**src/design/md5sw_pkg.sv**
```systemverilog
// ----------------------------------------------------------------------------
// md5sw_pkg
// Shared types, MD5 round constants and the single-round function.
// ----------------------------------------------------------------------------
package md5sw_pkg;

  // Per-word sideband that travels with each window
  typedef struct packed {
    logic        first;   // word opened a new stream
    logic        full;    // window holds a complete set of bytes
    logic [31:0] start;   // stream offset of the window's first byte
  } meta_t;

  // MD5 chaining state
  typedef struct packed {
    logic [31:0] a;
    logic [31:0] b;
    logic [31:0] c;
    logic [31:0] d;
  } abcd_t;

  // Configuration register indexes
  localparam logic REG_TGT_LO = 1'b0;
  localparam logic REG_TGT_HI = 1'b1;

  localparam abcd_t MD5_IV = '{a: 32'h67452301, b: 32'hefcdab89,
                               c: 32'h98badcfe, d: 32'h10325476};

  localparam logic [31:0] MD5_K [64] = '{
    32'hd76aa478, 32'he8c7b756, 32'h242070db, 32'hc1bdceee,
    32'hf57c0faf, 32'h4787c62a, 32'ha8304613, 32'hfd469501,
    32'h698098d8, 32'h8b44f7af, 32'hffff5bb1, 32'h895cd7be,
    32'h6b901122, 32'hfd987193, 32'ha679438e, 32'h49b40821,
    32'hf61e2562, 32'hc040b340, 32'h265e5a51, 32'he9b6c7aa,
    32'hd62f105d, 32'h02441453, 32'hd8a1e681, 32'he7d3fbc8,
    32'h21e1cde6, 32'hc33707d6, 32'hf4d50d87, 32'h455a14ed,
    32'ha9e3e905, 32'hfcefa3f8, 32'h676f02d9, 32'h8d2a4c8a,
    32'hfffa3942, 32'h8771f681, 32'h6d9d6122, 32'hfde5380c,
    32'ha4beea44, 32'h4bdecfa9, 32'hf6bb4b60, 32'hbebfbc70,
    32'h289b7ec6, 32'heaa127fa, 32'hd4ef3085, 32'h04881d05,
    32'hd9d4d039, 32'he6db99e5, 32'h1fa27cf8, 32'hc4ac5665,
    32'hf4292244, 32'h432aff97, 32'hab9423a7, 32'hfc93a039,
    32'h655b59c3, 32'h8f0ccc92, 32'hffeff47d, 32'h85845dd1,
    32'h6fa87e4f, 32'hfe2ce6e0, 32'ha3014314, 32'h4e0811a1,
    32'hf7537e82, 32'hbd3af235, 32'h2ad7d2bb, 32'heb86d391
  };

  localparam logic [4:0] MD5_ROT [16] = '{
    5'd7, 5'd12, 5'd17, 5'd22, 5'd5, 5'd9, 5'd14, 5'd20,
    5'd4, 5'd11, 5'd16, 5'd23, 5'd6, 5'd10, 5'd15, 5'd21
  };

  // Message word index used by round i
  function automatic logic [3:0] md5_g(input int unsigned i);
    int unsigned g;
    unique case (i / 16)
      0:       g = i;
      1:       g = 5 * i + 1;
      2:       g = 3 * i + 5;
      default: g = 7 * i;
    endcase
    return g[3:0];
  endfunction

  // One MD5 round
  function automatic abcd_t md5_round(input abcd_t s, input logic [31:0] mw,
                                      input logic [31:0] k, input logic [4:0] rot,
                                      input logic [1:0] grp);
    logic [31:0] f;
    logic [31:0] t;
    logic [31:0] r;
    abcd_t       n;
    unique case (grp)
      2'd0:    f = (s.b & s.c) | (~s.b & s.d);
      2'd1:    f = (s.d & s.b) | (~s.d & s.c);
      2'd2:    f = s.b ^ s.c ^ s.d;
      default: f = s.c ^ (s.b | ~s.d);
    endcase
    t   = f + s.a + k + mw;
    r   = (t << rot) | (t >> (6'd32 - {1'b0, rot}));
    n.a = s.d;
    n.d = s.c;
    n.c = s.b;
    n.b = s.b + r;
    return n;
  endfunction

endpackage

```
**src/design/md5sw_queue.sv**
```systemverilog
// ----------------------------------------------------------------------------
// md5sw_queue
// Two-entry queue between the front end and the hash pipeline.
// ----------------------------------------------------------------------------
module md5sw_queue #(
  parameter int unsigned WIDTH = 8
) (
  input  logic             clk_i,
  input  logic             rst_ni,
  input  logic             push_i,
  input  logic [WIDTH-1:0] data_i,
  output logic             full_o,
  input  logic             pop_i,
  output logic             valid_o,
  output logic [WIDTH-1:0] data_o
);
  import md5sw_pkg::*;

  logic [WIDTH-1:0] mem [2];
  logic             wr_q, rd_q;
  logic [1:0]       cnt_q;

  assign full_o  = cnt_q[1];
  assign valid_o = cnt_q != 2'd0;
  assign data_o  = mem[rd_q];

  always_ff @(posedge clk_i or negedge rst_ni) begin
    if (!rst_ni) begin
      wr_q  <= 1'b0;
      rd_q  <= 1'b0;
      cnt_q <= 2'd0;
    end else begin
      if (push_i) wr_q <= !wr_q;
      if (pop_i)  rd_q <= !rd_q;
      cnt_q <= cnt_q + {1'b0, push_i} - {1'b0, pop_i};
    end
  end

  always_ff @(posedge clk_i) begin
    if (push_i) begin
      mem[wr_q] <= data_i;
    end
  end

endmodule

```
**config.mk**
```make
export PLATFORM = sky130hd
export DESIGN_NAME = md5sw_queue
export DESIGN_NICKNAME = d
export VERILOG_FILES = /design/src/design/md5sw_pkg.sv /design/src/design/md5sw_queue.sv
export SDC_FILE = /design/constraint.sdc
export NUM_CORES = 1
export LEC_CHECK = 0
export BUFFER_PORTS_ARGS = -buffer_cell sky130_fd_sc_hd__buf_2
export CORE_MARGIN = 5
export CORE_UTILIZATION = 49
export DETAILED_ROUTE_END_ITERATION = 8
export PLACE_DENSITY = 0.75
export RECOVER_POWER = 50
export SETUP_SLACK_MARGIN = 0.05
export SKIP_LAST_GASP = 1
export SLEW_MARGIN = 10
export SYNTH_ARGS = -nofsm -noshare
export SYNTH_HDL_FRONTEND = slang
export SYNTH_SLANG_ARGS = --single-unit
```
**constraint.sdc**
```tcl
create_clock -name clk_i -period 1.6 [get_ports clk_i]
set_input_delay 0.32 -clock clk_i [delete_from_list [all_inputs] [get_ports clk_i]]
set_output_delay 0.32 -clock clk_i [all_outputs]
set_load 0.005 [all_outputs]
```
**Yosys cells after proc, flatten, opt, wreduce, memory -nomap -nowiden**

Memory sizes are Yosys's and may differ from the RTL's.
Cells that the tools add are included.

- Add/subtract/negate cells: 2
- Mux-type cells: 2
- Reductions and logical operators: 3

Operators with widths:

| operator | number |
|---|---|
| adder 2 x 1 -> 2 bit | 1 |
| zero test 1 bit | 2 |
| two-way mux 1 bit | 2 |
| nonzero test 2 bit | 1 |
| subtractor 2 x 1 -> 2 bit | 1 |

- RAM bits: 16
- Input port bits: 12
- Memories: 1
- Flip-flop bits (word level): 4
- Word-level logic and storage cells: 11

Memories:

| name | words | bits a word | read ports | clocked after Yosys merged registers in | write ports | line | text |
|---|---|---|---|---|---|---|---|
| mem | 2 | 8 | 1 | 0 | 1 | md5sw_queue.sv:19 | `logic [WIDTH-1:0] mem [2];` |

**Logic depth before layout (Yosys ltp)**

- Word-level depth: 2
- Depth in mapped cells: 5
- Mapped depth without buffers: 5

**Least setup slack after synthesis**

OpenSTA, ideal clock, no wires.

- Path kind: register -> register
- From: register wr_q
- To: memory mem[0][0] (enable)
- Stages on the path, launching flop included: 2
- Period minus slack after synthesis: 1162 ps
- Buffers on the path: 0
- Path slack: 438 ps
- Arrival time: 789 ps
- Cell sequence: dfrtp_1 > nor2b_1

RTL lines:

| what | line | text |
|---|---|---|
| from (decl) | md5sw_queue.sv:20 | `logic wr_q, rd_q;` |
| from (signal assigned) | md5sw_queue.sv:33 | `if (push_i) wr_q <= !wr_q;` |
| to (decl) | md5sw_queue.sv:19 |  |

No word-level cell before the write port.

**Worst setup path in the final report**

- From: register rd_q
- To: output data_o[6]

- Cells in the longest elaborated chain, start to end: 1

RTL lines:

| what | line | text |
|---|---|---|
| from (decl) | md5sw_queue.sv:20 |  |
| from (signal assigned) | md5sw_queue.sv:34 | `if (pop_i) rd_q <= !rd_q;` |
| memory read (2 x 8 bit) | -- |  |
| to (decl) | md5sw_queue.sv:15 | `output logic [WIDTH-1:0] data_o` |

No other way between the ends.

==> run metrics <==
crit-path cells=buf_6 -> mux2_4 -> buf_6; Pre-Repair DR Iteration Count=2; antenna cells=0; adder-cell share of the synthesized area=0.0311; number of remaining DRC errors=0; Core Footprint=1520 um^2; Clock Sinks=20; final core occ=0.688; Netlist Area Pre-Place=between 800 and 900 um^2; Simple-Gate Fraction of Synth Area=0.0233; pre-CTS setup slack=0.171 ns; final setup vio count=0; via count=slightly above 400; Filler Cell Count=119; Total Power=around 0.0017 W; cell family with most CP delay=flip-flops; final hold violations=0; CTS Buffer Depth=2; Tcrit/Tclk final=0.994; Die ar.=2550 um^2; critical path's slowest cell=dfrtp_2; largest net degree at the start of global routing=12; Root Buffer=clkbuf_4; Tmin final=1.59 ns; clock slew at reported path FFs=0.10 ns; PortBufs=21; grt ovf=0; WL/cell=13.1 um; Max-Cap Viols=0; GPL Wtd Cong=0.606; Synth Instances=39; worst r2r path cells=5; hold_ws=roughly 0.21 ns; GR Util All Layers=0.103; RSZ-0062 raised after global routing=true; Final Worst Setup Slack=0.00917 ns; worst r2r src=cnt_q[0]; Hold Crit Depth=1; WP data arrival=1.27 ns; chip height=between 50 and 60 um; area share of xor/xnor cells in the synthesized design=0.0513; leakage=0.458 nW; fraction of layout cells with a size suffix above 1=0.536; library cells used by synthesis=11; WP buf/inv=2; Area Growth Syn to Fin=30.3%; Worst EP required=1.28 ns; post-synthesis mux area share=0.149; Starting Density=0.528; Nets=84; crit start category=flop; via/cell ratio=4.82; initial antenna violation count=0; Rel. slew slack=0.763; Max Fclk=629 MHz; post-route ant nets=0; Max VDD drop=0.894 mV; flops & latches, synth=20; 1st-iter DRT viols=9; WS Path Type=flop to primary output; Worst Skew=0.00718 ns; vias in the first global route=450; complex-gate fraction of the synthesized area=0; Crit Reg-Reg Endpoint=cnt_q[1]; first-pass GRT wire length=1.95 mm; syn nets=53; Slew Viols, Final=0; Die W=50.5 um; Min-Delay Endpoint=mem[1][0]; status=complete, no violations; Site Rows=14; Top Ports=22; reg2reg setup slack=0.45 ns; Least-Margin Pin Slew=around 0.36 ns; H-tree Lvls=1; Avg Inst Size Synth=approximately 21 um^2; hold path start=data_i[0]; main combinational cell family by area after synthesis=multiplexers; largest stage delay on the critical path=0.43 ns; worst hold path class=input pin to flop; crit-path max FO=5; CTS Buf Count=3; Yosys warnings=0; final WL=roughly 1.1 mm; worst-skew pair later-pin latency=0.29 ns; endpoint class of the critical path=primary output; sequential area share after synthesis=0.722; CTS tree=done; Crit path top cell by count=buf_6; Pwr Density=1650 nW/um^2
[registers in the layout (all words and copies together), names as in the netlist]
name and count:
cnt_q 2, mem 16, rd_q 1, wr_q 1
[Yosys cell counts, drive strengths merged]
master   n  share of area
or2      1         0.0078
and2     1         0.0078
inv      2         0.0093
mux2     8           0.15
ha       2          0.031
xor3     1          0.030
dfrtp    4           0.12
nor2b    1         0.0078
edfxtp  16           0.60
buf      1          0.014
xor2     2          0.022
[logic make-up after synthesis]
logic type                 count (synthesis)
adders and majority gates                  2
buffers and inverters                      3
DFF                                       20
and+or+nand+nor                            3
xor gates and xnor gates                   3
muxes                                      8
[power by group]
group	leakage, nW	total [W]	internal, W	switching (W)
clock	0.0154	0.000228	0.0000906	0.000137
combinational	0.247	0.000732	0.000486	0.000247
sequential	0.196	0.000765	0.000710	0.0000542
total	0.458	0.00172	0.00129	0.000438
[layer usage]
metal | track usage | vias up | wire length (um)
li1 | - | 202 | -
met1 | 0.100 | 192 | 379
met2 | 0.182 | 16 | 657
met3 | 0.0385 | 0 | 73
met4 | 0.0638 | 0 | 0
met5 | 0 | - | 0
[metrics by stage]
step                TNS (ns)  std cells  area (um^2)
finish                     0         85         1050
global route          -0.266         85         1050
CTS                 -0.00185         84         1040
detailed placement         0         76          926
global placement           0         76          926
floorplan                  0         39          805
[cell type report]
cell class | instances | area, um^2 | area share
sequential | 20 | 582 | 0.555
clock inverter | 1 | 3.75 | 0.00358
timing repair buffer | 27 | 208 | 0.198
tap | 16 | 20.0 | 0.0191
clock buffer | 3 | 22.5 | 0.0215
multi-input combinational | 16 | 205 | 0.196
inverter | 2 | 7.51 | 0.00716
[what timing repair did]
item / CTS / global route
resized for setup: 12 / 0
setup endpoints to repair: 8 / 8
setup buffers: 3 / 1
hold buffers: 1 / 0
endpoints found under the hold margin: 4 / 0
[worst register-to-register path, stage by stage (launching register included)]
cell,delay (ns)
dfrtp_1,0.35
inv_1,0.04
ha_1,0.26
inv_1,0.05
ha_1,0.14
xor3_1,0.20
[cells in the final DEF (no fill, tap or decap)]
cell | netlist | routed
clkbuf_1 | 0 | 2
or2_2 | 1 | 1
dfrtp_2 | 0 | 1
buf_2 | 0 | 11
buf_6 | 1 | 10
clkbuf_4 | 0 | 3
buf_4 | 0 | 3
and2_1 | 1 | 1
dlygate4sd3_1 | 0 | 1
xor3_1 | 1 | 1
mux2_4 | 8 | 8
dfrtp_1 | 4 | 3
inv_1 | 2 | 2
clkinv_1 | 0 | 1
nor2b_1 | 1 | 1
ha_1 | 2 | 2
xor2_1 | 2 | 2
edfxtp_1 | 16 | 16
[how the worst max path moves through the flow]
stage          startpoint   endpoint  slack (ns)  cells after the start
6_report             rd_q  data_o[6]       0.009                      3
5_1_grt              rd_q  data_o[1]       -0.04                      3
4_1_cts              rd_q  data_o[6]      -0.001                      3
3_5_place_dp         rd_q  data_o[6]        0.17                      2
3_3_place_gp         rd_q  data_o[6]        0.19                      2
2_1_floorplan        wr_q  mem[0][0]        0.44                      1
(Power assumes the default switching activity.)
