File: config.mk
export PLATFORM = sky130hd
export DESIGN_NAME = md5sw_front_flat
export DESIGN_NICKNAME = d
export VERILOG_FILES = /design/src/design/md5sw_pkg.sv /design/src/design/md5sw_if.sv /design/src/design/md5sw_front.sv /design/src/flat_wrapper.sv
export SDC_FILE = /design/constraint.sdc
export NUM_CORES = 1
export LEC_CHECK = 0
export BUFFER_PORTS_ARGS = -buffer_cell sky130_fd_sc_hd__clkbuf_2
export CORE_MARGIN = 1
export CORE_UTILIZATION = 35
export DETAILED_ROUTE_END_ITERATION = 6
export HOLD_SLACK_MARGIN = 0.12
export PLACE_DENSITY = 0.58
export SYNTH_ARGS = -nofsm -noshare
export SYNTH_HDL_FRONTEND = slang
export SYNTH_SLANG_ARGS = --single-unit
export TNS_END_PERCENT = 30
File: constraint.sdc
create_clock -name clk_i -period 5.3 [get_ports clk_i]
set_clock_uncertainty 0.2 [all_clocks]
set_input_delay 0.265 -clock clk_i [delete_from_list [all_inputs] [get_ports clk_i]]
set_output_delay 0.265 -clock clk_i [all_outputs]
set_load 0.05 [all_outputs]
File: src/design/md5sw_pkg.sv
// ----------------------------------------------------------------------------
// md5sw_pkg
// Shared types, MD5 round constants and the single-round function.
// ----------------------------------------------------------------------------
package md5sw_pkg;

  // Per-word sideband that travels with each window
  typedef struct packed {
    logic        first;   // word opened a new stream
    logic        full;    // window holds a complete set of bytes
    logic [31:0] start;   // stream offset of the window's first byte
  } meta_t;

  // MD5 chaining state
  typedef struct packed {
    logic [31:0] a;
    logic [31:0] b;
    logic [31:0] c;
    logic [31:0] d;
  } abcd_t;

  // Configuration register indexes
  localparam logic REG_TGT_LO = 1'b0;
  localparam logic REG_TGT_HI = 1'b1;

  localparam abcd_t MD5_IV = '{a: 32'h67452301, b: 32'hefcdab89,
                               c: 32'h98badcfe, d: 32'h10325476};

  localparam logic [31:0] MD5_K [64] = '{
    32'hd76aa478, 32'he8c7b756, 32'h242070db, 32'hc1bdceee,
    32'hf57c0faf, 32'h4787c62a, 32'ha8304613, 32'hfd469501,
    32'h698098d8, 32'h8b44f7af, 32'hffff5bb1, 32'h895cd7be,
    32'h6b901122, 32'hfd987193, 32'ha679438e, 32'h49b40821,
    32'hf61e2562, 32'hc040b340, 32'h265e5a51, 32'he9b6c7aa,
    32'hd62f105d, 32'h02441453, 32'hd8a1e681, 32'he7d3fbc8,
    32'h21e1cde6, 32'hc33707d6, 32'hf4d50d87, 32'h455a14ed,
    32'ha9e3e905, 32'hfcefa3f8, 32'h676f02d9, 32'h8d2a4c8a,
    32'hfffa3942, 32'h8771f681, 32'h6d9d6122, 32'hfde5380c,
    32'ha4beea44, 32'h4bdecfa9, 32'hf6bb4b60, 32'hbebfbc70,
    32'h289b7ec6, 32'heaa127fa, 32'hd4ef3085, 32'h04881d05,
    32'hd9d4d039, 32'he6db99e5, 32'h1fa27cf8, 32'hc4ac5665,
    32'hf4292244, 32'h432aff97, 32'hab9423a7, 32'hfc93a039,
    32'h655b59c3, 32'h8f0ccc92, 32'hffeff47d, 32'h85845dd1,
    32'h6fa87e4f, 32'hfe2ce6e0, 32'ha3014314, 32'h4e0811a1,
    32'hf7537e82, 32'hbd3af235, 32'h2ad7d2bb, 32'heb86d391
  };

  localparam logic [4:0] MD5_ROT [16] = '{
    5'd7, 5'd12, 5'd17, 5'd22, 5'd5, 5'd9, 5'd14, 5'd20,
    5'd4, 5'd11, 5'd16, 5'd23, 5'd6, 5'd10, 5'd15, 5'd21
  };

  // Message word index used by round i
  function automatic logic [3:0] md5_g(input int unsigned i);
    int unsigned g;
    unique case (i / 16)
      0:       g = i;
      1:       g = 5 * i + 1;
      2:       g = 3 * i + 5;
      default: g = 7 * i;
    endcase
    return g[3:0];
  endfunction

  // One MD5 round
  function automatic abcd_t md5_round(input abcd_t s, input logic [31:0] mw,
                                      input logic [31:0] k, input logic [4:0] rot,
                                      input logic [1:0] grp);
    logic [31:0] f;
    logic [31:0] t;
    logic [31:0] r;
    abcd_t       n;
    unique case (grp)
      2'd0:    f = (s.b & s.c) | (~s.b & s.d);
      2'd1:    f = (s.d & s.b) | (~s.d & s.c);
      2'd2:    f = s.b ^ s.c ^ s.d;
      default: f = s.c ^ (s.b | ~s.d);
    endcase
    t   = f + s.a + k + mw;
    r   = (t << rot) | (t >> (6'd32 - {1'b0, rot}));
    n.a = s.d;
    n.d = s.c;
    n.c = s.b;
    n.b = s.b + r;
    return n;
  endfunction

endpackage

File: src/design/md5sw_if.sv
// ----------------------------------------------------------------------------
// md5sw_if
// Valid/ready channels for text bytes and match results.
// ----------------------------------------------------------------------------
interface md5sw_in_if;
  logic       valid;
  logic       ready;
  logic [7:0] text_byte;
  logic       first_of_stream;
  modport source(output valid, output text_byte, output first_of_stream, input ready);
  modport sink(input valid, input text_byte, input first_of_stream, output ready);
endinterface


File: src/design/md5sw_front.sv
// ----------------------------------------------------------------------------
// md5sw_front
// Accepts text bytes, shifts the window, tracks fill and stream offset.
// ----------------------------------------------------------------------------
module md5sw_front #(
  parameter int unsigned WINDOW_LEN   = 19,
  parameter int unsigned OFFSET_WIDTH = 32
) (
  input  logic                    clk_i,
  input  logic                    rst_ni,
  md5sw_in_if.sink                text_i,
  input  logic                    q_full_i,
  output logic                    push_o,
  output logic [WINDOW_LEN*8-1:0] win_o,
  output md5sw_pkg::meta_t        meta_o
);
  import md5sw_pkg::*;

  localparam int unsigned FILL_W = $clog2(WINDOW_LEN + 1);

  logic [7:0]              win_q [WINDOW_LEN];
  logic [7:0]              win_d [WINDOW_LEN];
  logic [FILL_W-1:0]       fill_q, fill_d, fill_base;
  logic [OFFSET_WIDTH-1:0] off_q, off_base, start;

  assign text_i.ready = !q_full_i;
  assign push_o       = text_i.valid && !q_full_i;

  // New stream restarts fill and offset
  assign fill_base = text_i.first_of_stream ? '0 : fill_q;
  assign off_base  = text_i.first_of_stream ? '0 : off_q;
  assign fill_d    = (fill_base < FILL_W'(WINDOW_LEN)) ? fill_base + 1'b1 : fill_base;
  assign start     = off_base - OFFSET_WIDTH'(WINDOW_LEN - 1);

  // Window shift: oldest byte at index 0
  always_comb begin
    for (int unsigned i = 0; i + 1 < WINDOW_LEN; i++) begin
      win_d[i] = win_q[i + 1];
    end
    win_d[WINDOW_LEN-1] = text_i.text_byte;
  end

  for (genvar i = 0; i < WINDOW_LEN; i++) begin : g_flat
    assign win_o[8*i +: 8] = win_d[i];
  end

  assign meta_o.first = text_i.first_of_stream;
  assign meta_o.full  = (fill_d == FILL_W'(WINDOW_LEN));
  assign meta_o.start = 32'(start);

  always_ff @(posedge clk_i or negedge rst_ni) begin
    if (!rst_ni) begin
      fill_q <= '0;
      off_q  <= '0;
    end else if (push_o) begin
      fill_q <= fill_d;
      off_q  <= off_base + 1'b1;
    end
  end

  always_ff @(posedge clk_i) begin
    if (push_o) begin
      win_q <= win_d;
    end
  end

endmodule

File: src/flat_wrapper.sv
// flat-port wrapper written by rule: the top's interface ports become plain ports
module md5sw_front_flat import md5sw_pkg::*;
#(
  parameter int unsigned WINDOW_LEN   = 19,
  parameter int unsigned OFFSET_WIDTH = 32
)
  (clk_i, rst_ni, q_full_i, push_o, win_o, meta_o, text_i_valid, text_i_text_byte, text_i_first_of_stream, text_i_ready);
  md5sw_in_if text_i_i ();
  input  logic clk_i;
  input  logic rst_ni;
  input  logic q_full_i;
  output logic push_o;
  output logic [WINDOW_LEN*8-1:0] win_o;
  output md5sw_pkg::meta_t meta_o;
  input wire logic [$bits(text_i_i.valid)-1:0] text_i_valid;
  input wire logic [$bits(text_i_i.text_byte)-1:0] text_i_text_byte;
  input wire logic [$bits(text_i_i.first_of_stream)-1:0] text_i_first_of_stream;
  output wire logic [$bits(text_i_i.ready)-1:0] text_i_ready;
  assign text_i_i.valid = text_i_valid;
  assign text_i_i.text_byte = text_i_text_byte;
  assign text_i_i.first_of_stream = text_i_first_of_stream;
  assign text_i_ready = text_i_i.ready;
  md5sw_front #(.WINDOW_LEN(WINDOW_LEN), .OFFSET_WIDTH(OFFSET_WIDTH)) u_core (.clk_i(clk_i), .rst_ni(rst_ni), .text_i(text_i_i), .q_full_i(q_full_i), .push_o(push_o), .win_o(win_o), .meta_o(meta_o));
endmodule
* After elaboration in Yosys (flattened, before gate mapping)
Index checks and enable logic that the tools add are counted.
** Word-level totals
- Bits of input ports :: 13
- Word-level logic and storage cells :: 30
- Bits in latches :: 0
- Bits in read-only memories :: 0
- Memories :: 0
- Bits in writable memories :: 0
- Output and inout bits :: 188
- Register bits after elaboration :: 181
** Operators by class
- Reduce and logical (&&, ||, !) cells :: 2
- Mux-type cells :: 3
- Multiply operators :: 0
- Div/mod/pow operators :: 0
- $add $sub $neg :: 3
- Bitwise gates (word level) :: 0
- Eq/ne operators :: 1
- Shift operators :: 0
- Magnitude comparators :: 1
** Operators with widths (count)
- adder 32 x 1 -> 32 bit, second input constant :: 1
- two-way mux 32 bit :: 1
- subtractor 32 x 5 -> 32 bit, second input constant :: 1
- two-way mux 5 bit :: 2
- adder 5 x 1 -> 5 bit, second input constant :: 1
- equality test 5 bit, second input constant :: 1
- less-than comparator 5 bit, second input constant :: 1
- logical AND 1 bit :: 1
- zero test 1 bit :: 1

* Logic depth before layout (Yosys ltp)
- Depth after elaboration :: 4
- Gate-level depth with buffers :: 10
- Mapped depth without buffers :: 8

* Least setup slack after synthesis
Ideal clock, no wire load.
- Path kind :: input to output
- Start point :: input port text_i_first_of_stream
- End point :: output port meta_o[25] (netlist bit)
- Stages on the path :: 9
- Path slack :: 1403 ps
- Data required time :: 4835 ps
- Data arrival time :: 3432 ps
- Buffers on the path :: 2
- Cells stage by stage :: clkbuf_1 clkbuf_1 nand2b_1 ha_1 nand2b_1 a2111oi_4 nand3_1 nor3_1 mux2i_1
** RTL lines
- start: declaration :: line flat_wrapper.sv:17 : input wire logic [$bits(text_i_i.first_of_stream)-1:0] text_i_first_of_stream;
- end: declaration :: line flat_wrapper.sv:14 : output md5sw_pkg::meta_t meta_o;

==> out/metrics.csv <==
metric,value,unit
vias post-DR,4736,
Max Cap Violations,0,
Hold Slack,0.1870,ns
Final setup viols,0,
Tot Pwr,3.254,mW
number of flops mapped to enable cells by yosys,144,
post-placement cell area,8421,um^2
ANT cells,0,
share of cells above drive strength 1,0.3553,
fill count,1844,
area grow syn2layout,25.81,%
Die Y,145.6,um
Max-slew headroom,0.3544,
crit path kind,input port to output pin,
core box area,20230,um^2
drt total wl,14850,um
Clock Sinks,181,
Starting DRT DRC Count,243,
Syn Std Cell Area,7218,um^2
crit end category,output pin,
Max Freq,256.2,MHz
largest net degree at the start of global routing,102,
post-DP HPWL,10330,um
Initial Util,0.3567,
crit path DAT,3.44,ns
"delay-heaviest family, CP",simple AND/OR/NAND/NOR gates,
"Seq/Total Area, Yosys",0.7273,
I/O Buffers,200,
maximum clock path buffer count,2,
top_reg_cell synth,edfxtp_1,
Worst Setup EP,meta_o[31],
fin util,0.4488,
Avg Synthesized Cell Area,14.49,um^2
Critical R2R Launch,u_core.off_q[0]$_DFFE_PN0P_,
cell leakage power,3.699,nW
first-pass GRT wire length,23670,um
Peak VDD IR,205.4,uV
CP Launch Type,input port,
required time worst endpoint,4.84,ns
FP Rows,52,
GRT Overall Usage,0.1415,
Clock Latency Late Sink,0.42,ns
Power per Cell Area,358.3,nW/um^2
Max Slew Vio Count,0,
final instance area,9081,um^2
R2R cell count,7,
synth warn,0,
drc violations,0,
Final Hold Fails,0,
total grt overflow,0,
die area,21200,um^2
outcome,completed,
initial antenna violation count,0,
Mapped Cells,498,
CTS tree,done,
vias per std cell,4.823,
R2R Path End,u_core.off_q[28]$_DFFE_PN0P_,
Tightest Hold Check Type,input port to flip-flop,
"Period Utilization, post-route",0.7365,
Critical-path top delay cell,a2111oi_4,
"FFs w/ async S/R, synth",0.2044,
Critical Path Source,text_i_first_of_stream,
RSZ-0062 raised after global routing,no,
wire per inst,15.12,um
area of the multi-input gates,1763,um^2
clock-pin slew on the worst setup and hold paths,0.07,ns
minimum clock period,3.904,ns
TritonCTS buffer count,17,
Setup TNS Final,0,ns
die width,145.6,um
slowest cell delay on critical path,0.60,ns
post-CTS resize count,0,
vias in the first global route,4482,
hold path depth,5,
R2R setup slack,2.65,ns
Worst Path Buf+Inv,3,
Layout Nets,717,
Yosys reg bits,181,
TritonRoute pass-1 iters,5,
H-tree levels,4,
I/O pins,201,
Root Buffer,clkbuf_16,
register area,5250,um^2
"critical path, cell by cell","dlygate4sd3_1, clkbuf_2, nand2b_1, ha_1, nand2b_1, a2111oi_4, nand3_1, or4_1, nand3b_1, clkbuf_2",
Antenna Nets Post-Route,0,
GPL Wtd Cong,0.7989,
worst slew pin tran,0.9611,ns
number of distinct library cells after synthesis,52,
post-CTS setup buffer count,0,
"Net Count, Synth",515,
Critical Path Stages,10,
CP max FO,18,
[state kept, by name (all words and copies together), names as in the netlist]
signal	flops
u_core.off_q	32
u_core.win_o	144
u_core.fill_q	5
[Yosys cell counts, drive strengths merged (2+ instances only)]
library cell  count  share of area
nand4b            5         0.0061
nor2b             4         0.0035
xnor2            14          0.017
inv               7         0.0036
or3               5         0.0057
mux2i             3         0.0042
dfrtp            37           0.13
buf              14          0.015
o21ai            19          0.014
a21oi            12         0.0083
nand3b            3         0.0031
or4               4         0.0052
and3              7         0.0062
o31ai             2         0.0021
and3b             3         0.0036
nand3            26          0.018
o21bai            2         0.0021
nor3             20          0.015
ha                4         0.0069
or2               2         0.0017
nor4             13          0.011
or3b              6         0.0073
nand2b           22          0.019
a211o             2         0.0024
a211oi            2         0.0021
xor2             25          0.030
clkbuf           18         0.0094
edfxtp          144           0.60
nand4             7         0.0061
nand2            44          0.023
nor2             12         0.0062
[metrics by stage]
stage          setup slack (ns)  instances
3_3_place_gp              1.921        941
3_5_place_dp              1.847        941
4_1_cts                   1.362        982
2_1_floorplan             1.403        498
5_1_grt                   1.119        982
6_report                  1.396        982
[logic make-up after synthesis]
kind of cell,after synthesis,share of synthesized area
XOR/XNOR,39,0.04732
buffers and inverters,39,0.02843
adder cells (fa/ha/maj),4,0.006934
AO/OA/AOI/OAI,44,0.03900
flip-flops,181,0.7273
multiplexers,4,0.005720
AND/OR/NAND/NOR,187,0.1453
[layout by cell type, fill, tap and decap left out, drive strengths merged, types with 6 or more instances in the layout]
cell type    instances
a21oi               12
nand4                7
and3                 7
clkbuf             217
or3b                 6
nor3                20
nor4                13
nand2b              22
o21ai               19
nand2               44
nor2                12
inv                 14
dlygate4sd3         10
nand3               26
xor2                25
xnor2               14
edfxtp             144
dfrtp               37
[report_power, final]
part | internal, mW | total, mW | switching (mW)
clock | 0.618 | 1.19 | 0.568
sequential | 1.60 | 1.64 | 0.0432
combinational | 0.0945 | 0.428 | 0.334
total | 2.31 | 3.25 | 0.945
[cell type report]
class	instances	area share
sequential	181	0.5781
timing repair buffer	215	0.1254
inverter	7	0.003444
multi-input combinational	278	0.1941
clock buffer	17	0.04684
clock inverter	14	0.01488
tap	270	0.03720
[per-layer routing]
| layer | GRT usage | wire (um) | vias to the layer above |
|---|---|---|---|
| li1 | - | - | 2242 |
| met1 | 0.1754 | 6463 | 2304 |
| met2 | 0.2322 | 7211 | 171 |
| met3 | 0.04357 | 959 | 19 |
| met4 | 0.05421 | 214 | 0 |
| met5 | 0 | 0 | - |
[timing repair]
| item | in CTS | in global routing |
|---|---|---|
| hold endpoints to repair | 50 | 0 |
| hold buffers | 10 | 0 |
| setup endpoints to repair | 0 | 0 |
[worst min-delay path, delay by kind of cell]
family                 cells  cell delay [ns]
buffers and inverters      2             0.32
AND/OR/NAND/NOR            3             0.19
[worst min path at each step]
stage	start	to	slack (ns)
2_1_floorplan	rst_ni	u_core.fill_q[0]$_DFFE_PN0P_	-0.23
3_3_place_gp	u_core.win_o[83]$_DFFE_PP_	u_core.win_o[75]$_DFFE_PP_	0.23
3_5_place_dp	u_core.win_o[80]$_DFFE_PP_	u_core.win_o[72]$_DFFE_PP_	0.23
4_1_cts	text_i_valid	u_core.off_q[1]$_DFFE_PN0P_	0.17
5_1_grt	text_i_valid	u_core.off_q[1]$_DFFE_PN0P_	0.25
6_report	text_i_valid	u_core.off_q[1]$_DFFE_PN0P_	0.19
Power figures use the tool's default switching activity.
